===== src/design/fcg_pkg.sv =====
// ============================================================================
// fcg_pkg
// Types and constants shared by the four corner gradient pixel design.
// ============================================================================
`default_nettype none

package fcg_pkg;

  localparam int CHANNELS = 3;
  localparam int CHAN_W   = 8;
  localparam int COLOR_W  = 24;
  localparam int FSIDE_W  = 11;
  localparam int COORD_W  = 10;
  localparam int DIFF_W   = 9;   // signed channel difference
  localparam int ADDR_W   = 5;

  // register indexes
  localparam logic [2:0] REG_TOP_LEFT     = 3'd0;
  localparam logic [2:0] REG_TOP_RIGHT    = 3'd1;
  localparam logic [2:0] REG_BOTTOM_LEFT  = 3'd2;
  localparam logic [2:0] REG_BOTTOM_RIGHT = 3'd3;
  localparam logic [2:0] REG_FRAME_WIDTH  = 3'd4;
  localparam logic [2:0] REG_FRAME_HEIGHT = 3'd5;

  localparam logic [FSIDE_W-1:0] WIDTH_RESET  = 11'd80;
  localparam logic [FSIDE_W-1:0] HEIGHT_RESET = 11'd20;

  typedef struct packed {
    logic [COLOR_W-1:0] top_left;
    logic [COLOR_W-1:0] top_right;
    logic [COLOR_W-1:0] bottom_left;
    logic [COLOR_W-1:0] bottom_right;
    logic [FSIDE_W-1:0] frame_width;
    logic [FSIDE_W-1:0] frame_height;
  } cfg_t;

  typedef struct packed {
    logic [COORD_W-1:0] row;
    logic [COORD_W-1:0] column;
    logic               in_frame;
  } row_sb_t;

  typedef struct packed {
    logic [COORD_W-1:0]               column;
    logic                             in_frame;
    logic                             last_col;
    logic [CHANNELS-1:0][CHAN_W-1:0]  left;
    logic [CHANNELS-1:0][CHAN_W-1:0]  right;
  } col_sb_t;

  // channel k of a packed color: red first
  function automatic logic [CHAN_W-1:0] chan(input logic [COLOR_W-1:0] color,
                                             input int k);
    chan = color[(CHANNELS-1-k)*CHAN_W +: CHAN_W];
  endfunction

endpackage

`default_nettype wire


===== src/design/fcg_cfg.sv =====
// ============================================================================
// fcg_cfg
// Register file behind the APB-style configuration port.
// ============================================================================
`default_nettype none

module fcg_cfg (
  input  wire logic                       clk,
  input  wire logic                       rst_n,
  input  wire logic                       psel,
  input  wire logic                       penable,
  input  wire logic                       pwrite,
  input  wire logic [fcg_pkg::ADDR_W-1:0] paddr,
  input  wire logic [31:0]                pwdata,
  output logic      [31:0]                prdata,
  output logic                            pready,
  output fcg_pkg::cfg_t                   cfg
);

  fcg_pkg::cfg_t cfg_r;
  logic [2:0]    idx;
  logic          wr_en;

  assign idx    = paddr[fcg_pkg::ADDR_W-1:2];
  assign wr_en  = psel && penable && pwrite;
  assign pready = 1'b1;
  assign cfg    = cfg_r;

  always_ff @(posedge clk) begin
    if (!rst_n) begin
      cfg_r.top_left     <= '0;
      cfg_r.top_right    <= '0;
      cfg_r.bottom_left  <= '0;
      cfg_r.bottom_right <= '0;
      cfg_r.frame_width  <= fcg_pkg::WIDTH_RESET;
      cfg_r.frame_height <= fcg_pkg::HEIGHT_RESET;
    end else if (wr_en) begin
      unique case (idx)
        fcg_pkg::REG_TOP_LEFT:     cfg_r.top_left     <= pwdata[23:0];
        fcg_pkg::REG_TOP_RIGHT:    cfg_r.top_right    <= pwdata[23:0];
        fcg_pkg::REG_BOTTOM_LEFT:  cfg_r.bottom_left  <= pwdata[23:0];
        fcg_pkg::REG_BOTTOM_RIGHT: cfg_r.bottom_right <= pwdata[23:0];
        fcg_pkg::REG_FRAME_WIDTH:  cfg_r.frame_width  <= pwdata[10:0];
        fcg_pkg::REG_FRAME_HEIGHT: cfg_r.frame_height <= pwdata[10:0];
        default: ;
      endcase
    end
  end

  always_comb begin
    unique case (idx)
      fcg_pkg::REG_TOP_LEFT:     prdata = {8'd0, cfg_r.top_left};
      fcg_pkg::REG_TOP_RIGHT:    prdata = {8'd0, cfg_r.top_right};
      fcg_pkg::REG_BOTTOM_LEFT:  prdata = {8'd0, cfg_r.bottom_left};
      fcg_pkg::REG_BOTTOM_RIGHT: prdata = {8'd0, cfg_r.bottom_right};
      fcg_pkg::REG_FRAME_WIDTH:  prdata = {21'd0, cfg_r.frame_width};
      fcg_pkg::REG_FRAME_HEIGHT: prdata = {21'd0, cfg_r.frame_height};
      default:                   prdata = '0;
    endcase
  end

endmodule

`default_nettype wire


===== src/design/fcg_div.sv =====
// ============================================================================
// fcg_div
// Pipelined signed divider, one quotient bit per stage, truncating toward
// zero, several lanes sharing one divisor. A zero divisor gives zero.
// ============================================================================
`default_nettype none

module fcg_div #(
  parameter int LANES = 3,
  parameter int DW    = 11,
  parameter int SBW   = 8
) (
  input  wire logic                                 clk,
  input  wire logic                                 rst_n,
  input  wire logic                                 in_valid,
  input  wire logic signed [fcg_pkg::DIFF_W-1:0]    in_num [LANES],
  input  wire logic [DW-1:0]                        divisor,
  input  wire logic [SBW-1:0]                       in_sb,
  output logic                                      out_valid,
  output logic signed [fcg_pkg::DIFF_W-1:0]         out_q [LANES],
  output logic [SBW-1:0]                            out_sb
);

  localparam int NB = fcg_pkg::CHAN_W;

  logic [DW-1:0] rem_r [NB][LANES];
  logic [NB-1:0] a_r   [NB][LANES];
  logic          neg_r [NB][LANES];
  logic          vld_r [NB];
  logic [SBW-1:0] sb_r [NB];

  genvar s, l;
  generate
    for (s = 0; s < NB; s++) begin : g_stage
      for (l = 0; l < LANES; l++) begin : g_lane
        logic [DW-1:0] rem_in;
        logic [NB-1:0] a_in;
        logic          neg_in;
        logic [DW:0]   trial;
        logic [DW-1:0] rem_nxt;
        logic [NB-1:0] a_nxt;
        logic signed [fcg_pkg::DIFF_W-1:0] mag;

        always_comb begin
          mag = in_num[l][fcg_pkg::DIFF_W-1] ? -in_num[l] : in_num[l];
          if (s == 0) begin
            rem_in = '0;
            a_in   = mag[NB-1:0];
            neg_in = in_num[l][fcg_pkg::DIFF_W-1];
          end else begin
            rem_in = rem_r[s-1][l];
            a_in   = a_r[s-1][l];
            neg_in = neg_r[s-1][l];
          end
          trial = {rem_in, a_in[NB-1]};
          if (trial >= {1'b0, divisor}) begin
            rem_nxt = DW'(trial - {1'b0, divisor});
            a_nxt   = {a_in[NB-2:0], 1'b1};
          end else begin
            rem_nxt = trial[DW-1:0];
            a_nxt   = {a_in[NB-2:0], 1'b0};
          end
        end

        always_ff @(posedge clk) begin
          rem_r[s][l] <= rem_nxt;
          a_r[s][l]   <= a_nxt;
          neg_r[s][l] <= neg_in;
        end
      end

      always_ff @(posedge clk) begin
        if (!rst_n) begin
          vld_r[s] <= 1'b0;
        end else begin
          vld_r[s] <= (s == 0) ? in_valid : vld_r[(s == 0) ? 0 : s-1];
        end
      end

      always_ff @(posedge clk) begin
        sb_r[s] <= (s == 0) ? in_sb : sb_r[(s == 0) ? 0 : s-1];
      end
    end
  endgenerate

  // apply sign and register the quotient
  logic signed [fcg_pkg::DIFF_W-1:0] q_r [LANES];
  logic                              qv_r;
  logic [SBW-1:0]                    qsb_r;

  always_ff @(posedge clk) begin
    for (int i = 0; i < LANES; i++) begin
      if (divisor == '0) begin
        q_r[i] <= '0;
      end else if (neg_r[NB-1][i]) begin
        q_r[i] <= -$signed({1'b0, a_r[NB-1][i]});
      end else begin
        q_r[i] <= $signed({1'b0, a_r[NB-1][i]});
      end
    end
    qsb_r <= sb_r[NB-1];
  end

  always_ff @(posedge clk) begin
    if (!rst_n) begin
      qv_r <= 1'b0;
    end else begin
      qv_r <= vld_r[NB-1];
    end
  end

  assign out_valid = qv_r;
  assign out_q     = q_r;
  assign out_sb    = qsb_r;

endmodule

`default_nettype wire


===== src/design/four_corner_gradient_pixel.sv =====
// ============================================================================
// four_corner_gradient_pixel
// Four corner color gradient generator: pixel color from row and column.
// ============================================================================
// One request (row, column) is taken every clock; busy is always low. Each
// request yields one result on out_* with out_valid high for exactly one
// cycle, in request order. The receiver cannot stall the block and must take
// every result. The latency is set by two 8-stage bit-per-stage dividers
// (edge step by height - 1, then column step by width - 1) plus the entry,
// multiply and output registers.
// Configure corners and frame size only while no request is in flight.
// ============================================================================
`default_nettype none

module four_corner_gradient_pixel #(
  parameter int MAX_SIDE = 1024
) (
  input  wire logic                       clk,
  input  wire logic                       rst_n,
  // request channel
  input  wire logic                       start,
  output logic                            busy,
  input  wire logic [9:0]                 in_row,
  input  wire logic [9:0]                 in_column,
  // result channel
  output logic                            out_valid,
  output logic [7:0]                      out_red,
  output logic [7:0]                      out_green,
  output logic [7:0]                      out_blue,
  output logic                            out_in_frame,
  // configuration
  input  wire logic                       psel,
  input  wire logic                       penable,
  input  wire logic                       pwrite,
  input  wire logic [fcg_pkg::ADDR_W-1:0] paddr,
  input  wire logic [31:0]                pwdata,
  output logic      [31:0]                prdata,
  output logic                            pready
);

  localparam int SIDEW = $clog2(MAX_SIDE + 1);
  localparam int NCH   = fcg_pkg::CHANNELS;
  localparam int RSBW  = $bits(fcg_pkg::row_sb_t);
  localparam int CSBW  = $bits(fcg_pkg::col_sb_t);

  fcg_pkg::cfg_t cfg;

  fcg_cfg u_cfg (
    .clk, .rst_n, .psel, .penable, .pwrite, .paddr, .pwdata,
    .prdata, .pready, .cfg
  );

  assign busy = 1'b0;

  // saturate frame sides to MAX_SIDE
  logic [SIDEW-1:0] w_sat, h_sat, wd, hd;
  always_comb begin
    if (32'(cfg.frame_width) > 32'(MAX_SIDE)) w_sat = SIDEW'(MAX_SIDE);
    else                                      w_sat = SIDEW'(cfg.frame_width);
    if (32'(cfg.frame_height) > 32'(MAX_SIDE)) h_sat = SIDEW'(MAX_SIDE);
    else                                       h_sat = SIDEW'(cfg.frame_height);
    wd = w_sat - SIDEW'(1);
    hd = h_sat - SIDEW'(1);
  end

  // entry stage: capture the request
  logic [9:0] row_r, col_r;
  logic       v0_r;
  always_ff @(posedge clk) begin
    if (!rst_n) v0_r <= 1'b0;
    else        v0_r <= start;
  end
  always_ff @(posedge clk) begin
    if (start) begin
      row_r <= in_row;
      col_r <= in_column;
    end
  end

  // edge differences: lanes 0..2 left edge, 3..5 right edge
  fcg_pkg::row_sb_t rsb_in, rsb_out;
  logic signed [fcg_pkg::DIFF_W-1:0] edge_num [2*NCH];
  logic signed [fcg_pkg::DIFF_W-1:0] edge_q   [2*NCH];
  logic [RSBW-1:0] rsb_vec;
  logic            rv;

  always_comb begin
    rsb_in.row      = row_r;
    rsb_in.column   = col_r;
    rsb_in.in_frame = (32'(row_r) < 32'(h_sat)) && (32'(col_r) < 32'(w_sat));
    for (int k = 0; k < NCH; k++) begin
      edge_num[k]     = $signed({1'b0, fcg_pkg::chan(cfg.bottom_left, k)})
                      - $signed({1'b0, fcg_pkg::chan(cfg.top_left, k)});
      edge_num[k+NCH] = $signed({1'b0, fcg_pkg::chan(cfg.bottom_right, k)})
                      - $signed({1'b0, fcg_pkg::chan(cfg.top_right, k)});
    end
  end

  fcg_div #(.LANES(2*NCH), .DW(SIDEW), .SBW(RSBW)) u_row_div (
    .clk, .rst_n,
    .in_valid (v0_r),
    .in_num   (edge_num),
    .divisor  (hd),
    .in_sb    (RSBW'(rsb_in)),
    .out_valid(rv),
    .out_q    (edge_q),
    .out_sb   (rsb_vec)
  );
  assign rsb_out = fcg_pkg::row_sb_t'(rsb_vec);

  // edge values: corner + row * step
  fcg_pkg::col_sb_t csb_r;
  logic             v1_r;
  always_ff @(posedge clk) begin
    if (!rst_n) v1_r <= 1'b0;
    else        v1_r <= rv;
  end

  always_ff @(posedge clk) begin
    logic signed [20:0] lsum, rsum;
    csb_r.column   <= rsb_out.column;
    csb_r.in_frame <= rsb_out.in_frame;
    csb_r.last_col <= (32'(rsb_out.column) == 32'(wd));
    for (int k = 0; k < NCH; k++) begin
      lsum = $signed({1'b0, rsb_out.row}) * edge_q[k]
           + $signed({13'd0, fcg_pkg::chan(cfg.top_left, k)});
      rsum = $signed({1'b0, rsb_out.row}) * edge_q[k+NCH]
           + $signed({13'd0, fcg_pkg::chan(cfg.top_right, k)});
      csb_r.left[k]  <= lsum[7:0];
      csb_r.right[k] <= rsum[7:0];
    end
  end

  // column step per channel
  logic signed [fcg_pkg::DIFF_W-1:0] col_num [NCH];
  logic signed [fcg_pkg::DIFF_W-1:0] col_q   [NCH];
  logic [CSBW-1:0]  csb_vec;
  fcg_pkg::col_sb_t csb_out;
  logic             cv;

  always_comb begin
    for (int k = 0; k < NCH; k++) begin
      col_num[k] = $signed({1'b0, csb_r.right[k]}) - $signed({1'b0, csb_r.left[k]});
    end
  end

  fcg_div #(.LANES(NCH), .DW(SIDEW), .SBW(CSBW)) u_col_div (
    .clk, .rst_n,
    .in_valid (v1_r),
    .in_num   (col_num),
    .divisor  (wd),
    .in_sb    (CSBW'(csb_r)),
    .out_valid(cv),
    .out_q    (col_q),
    .out_sb   (csb_vec)
  );
  assign csb_out = fcg_pkg::col_sb_t'(csb_vec);

  // pixel: left + column * step, last column takes the right value exactly
  logic [7:0] px_r [NCH];
  logic       inf_r, ov_r;

  always_ff @(posedge clk) begin
    if (!rst_n) ov_r <= 1'b0;
    else        ov_r <= cv;
  end

  always_ff @(posedge clk) begin
    logic signed [20:0] p;
    inf_r <= csb_out.in_frame;
    for (int k = 0; k < NCH; k++) begin
      p = $signed({1'b0, csb_out.column}) * col_q[k]
        + $signed({13'd0, csb_out.left[k]});
      if (!csb_out.in_frame)      px_r[k] <= '0;
      else if (csb_out.last_col)  px_r[k] <= csb_out.right[k];
      else if (p < 0)             px_r[k] <= '0;
      else if (p > 21'sd255)      px_r[k] <= 8'd255;
      else                        px_r[k] <= p[7:0];
    end
  end

  assign out_valid    = ov_r;
  assign out_red      = px_r[0];
  assign out_green    = px_r[1];
  assign out_blue     = px_r[2];
  assign out_in_frame = inf_r;

endmodule

`default_nettype wire


===== config.mk =====
export PLATFORM = sky130hd
export DESIGN_NAME = four_corner_gradient_pixel
export DESIGN_NICKNAME = d
export VERILOG_FILES = /design/src/design/fcg_pkg.sv /design/src/design/fcg_cfg.sv /design/src/design/fcg_div.sv /design/src/design/four_corner_gradient_pixel.sv
export SDC_FILE = /design/constraint.sdc
export NUM_CORES = 2
export LEC_CHECK = 0
export ABC_AREA = 1
export BUFFER_PORTS_ARGS = -buffer_cell sky130_fd_sc_hd__buf_4
export CORE_ASPECT_RATIO = 1.5
export CORE_UTILIZATION = 65
export CTS_CLUSTER_DIAMETER = 40
export DETAILED_ROUTE_END_ITERATION = 16
export PLACE_DENSITY = 0.8
export SLEW_MARGIN = 5
export SYNTH_ARGS = -nofsm -noshare
export SYNTH_HDL_FRONTEND = slang
export SYNTH_SLANG_ARGS = --single-unit

===== constraint.sdc =====
create_clock -name clk -period 19 [get_ports clk]
set_clock_uncertainty 0.15 [all_clocks]
set_input_delay 0.95 -clock clk [delete_from_list [all_inputs] [get_ports clk]]
set_output_delay 0.95 -clock clk [all_outputs]
set_load 0.02 [all_outputs]

==> summary.txt <==
Status: finished, final reports clean
Die height: 508 um
Port bufs: 102
Longest Clk Path Bufs: 3
Crit-path leading delay family: adder cells
Synthesized area: 111000 um2
Clk root buf: clkbuf_16
Flops & latches, synth: 2371
Floorplan row count: 185
Hold path endpoint: row_r[7]
Worst-Skew Late Latency: 870 ps
HPWL after DPL: 196000 um
Worst path bufs/invs: 8
Syn. warnings: 0
Die Wd: 339 um
Share of the synthesized area in the top cell type: 0.420
Crit Reg-Reg Startpoint: u_col_div.out_sb[50]
Max-cap viol count: 0
Final core occ: 0.719
Area leader, netlist: dfxtp_1
First-pass GRT wire length: 428000 um
Layout cells sized above 1: 0.0490
Synth top area cells: dfxtp_1, ha_1, nand2_1
H-tree depth: 4
Final Hold Violating Endpoints: 0
Crit-path max cell delay: 570 ps
Hold Crit Class: in -> reg
Total CTS buffers: 217
Vias in the first global route: 86500
Initial antenna violation count: 3
Core area: 169000 um2
CTS Hold Buffers Added: 0
Worst slew pin tran: 1280 ps
Sequential-to-total area share from yosys stat: 0.432
Vias/cell: 5.58
Initial Util: 0.654
Placed insts: 14800
Fin Setup TNS: 0 ps
Primary FF master, synth: dfxtp_1
Crit path arrival time: 7070 ps
Final instance area: 122000 um2
CTS resizes: 0
Worst endpoint required time: 19450 ps
Worst r2r dst: px_r[1][5]
Most used cell, CP: nand2_1
Average cell area after synthesis: 8.82 um2
Critical-path top delay cell: fa_1
Synth top cells by count: dfxtp_1, nand2_1, inv_1
CP Launch Type: flip-flop
TritonCTS clock tree: built
Post-layout net count: 14300
Register-to-register setup slack: 12380 ps
WS Path Type: reg -> reg
Routability congestion estimate: 0.977
Reg clk slew, reported paths: 70 ps
Antenna Nets Post-Route: 0
Setup violators final: 0
Largest net degree at the start of global routing: 139
First-pass DRT Iterations: 8
Vias post-DR: 84600
Routed WL: 270000 um
Synth-to-layout area growth: 9.86%
GRT Util Overall: 0.309
I/O Pins: 123
WHS Path Cells: 1
Global route total overflow: 0
Final Max Tran Viols: 0
Max-slew headroom: 0.145
DP Area: 114000 um2
Async SR Flop Fraction: 0
Reg2Reg Depth: 26
Post-route DRC: 0
Final min period: 6620 ps
Non-Filler Instances: 15200
CTS sink cnt: 2371
Most common cell in the netlist: dfxtp_1
CP max FO: 25
Full die area: 172000 um2
Hold path start: in_row[7]
Unique masters post-synth: 61
CP endpoint kind: flip-flop
Number of flops mapped to enable cells by yosys: 44
F_max: 151 MHz
Wirelength per Cell: 17.8 um
RSZ-0062 raised after global routing: false
Ratio of final minimum period to clock period: 0.348
CP Depth: 26
Setup Buffers After CTS: 0
Synth Instances: 12600
Initial drt markers: 5557
==> worst reg2reg max path, stage by stage (launching register included) <==
cell and delay (ps):
dfxtp_1 330, buf_4 350, inv_1 180, nand2_1 140
fa_1 450, fa_1 570, inv_1 60, fa_1 530
fa_1 550, inv_1 50, fa_1 510, inv_1 40
ha_1 360, nand2_1 140, inv_1 70, a21oi_1 270
nand3_1 160, nand2_1 100, nand2_1 50, nand2_1 50
nand2_1 50, inv_1 50, nand2_1 50, nor2_1 540
nand4_1 340, nand2_1 190, inv_1 50
==> flip-flops by register name (all words and copies together) (netlist names), 8 cells and up <==
signal and flops:
u_row_div.sb_r 152, u_col_div.a_r 192, u_row_div.vld_r 8, csb_r 60, u_col_div.rem_r 231, px_r 24, u_row_div.out_sb 19, u_col_div.neg_r 24
u_col_div.vld_r 8, col_r 10, u_row_div.out_q 48, u_col_div.sb_r 480, u_row_div.rem_r 462, u_row_div.neg_r 48, u_cfg.cfg 118, u_col_div.out_q 27
u_col_div.out_sb 60, row_r 10, u_row_div.a_r 384
==> cell families after synthesis <==
logic type / after synthesis / synth area share
AO/OA/AOI/OAI: 1967 / 0.101
XOR/XNOR: 681 / 0.0539
flip-flops: 2371 / 0.432
other: 2 / 0.0000677
AND/OR/NAND/NOR: 4104 / 0.154
buffers and inverters: 1957 / 0.0671
adder cells (fa/ha/maj): 1486 / 0.192
==> cell type report <==
class,instances,area (um2)
Clock inverter,142,1880
Multi-Input combinational cell,8272,55700
Clock buffer,267,5930
Inverter,1721,6460
Fill cell,12500,47600
Tap cell,2244,2810
Sequential cell,2371,47900
Antenna cell,3,7.51
Timing Repair Buffer,148,1110
==> metrics by stage <==
stage	hold slack, ps	worst slack, ps
2_1_floorplan	160	12090
3_3_place_gp	160	12510
3_5_place_dp	162	12440
4_1_cts	52.8	12430
5_1_grt	78.4	11940
6_report	107	12380
==> per-layer routing <==
metal | part of all wire | routed length, um | GRT usage
met5 | 0 | 0 | 0
met4 | 0.073 | 19700 | 0.213
met3 | 0.052 | 14000 | 0.0405
met2 | 0.52 | 140000 | 0.583
met1 | 0.36 | 96600 | 0.315
==> worst max path at each step <==
stage | startpoint | to
final | u_col_div.out_sb[50] | px_r[1][5]
after global routing | u_col_div.out_sb[50] | px_r[1][2]
after CTS | u_col_div.out_sb[50] | px_r[1][7]
after detailed placement | u_col_div.out_sb[50] | px_r[1][7]
after global placement | u_col_div.out_sb[50] | px_r[1][7]
after floorplan | u_cfg.cfg[5] | u_row_div.rem_r[1][57]
==> layout by cell type, fill, tap and decap left out, types with 30 or more instances in the layout <==
cell	count
dfxtp_1	2327
nand2_1	1922
inv_1	1685
nor2_1	1263
ha_1	1130
a21oi_1	1077
nand3_1	490
xor2_1	460
o21ai_0	360
fa_1	354
clkbuf_16	222
xnor2_1	220
buf_4	148
nor3_1	124
nand4_1	121
a21o_1	86
o21bai_1	84
a211oi_1	59
a31oi_1	53
o31ai_1	46
o211ai_1	44
edfxtp_1	44
nand3b_1	41
o21a_1	41
o2111ai_1	39
nor4_1	35
conb_1	34
and3_1	31
inv_6	30
Power is not shown: default switching activity piles up to over one toggle a cycle in this logic, so the estimate is an artifact.
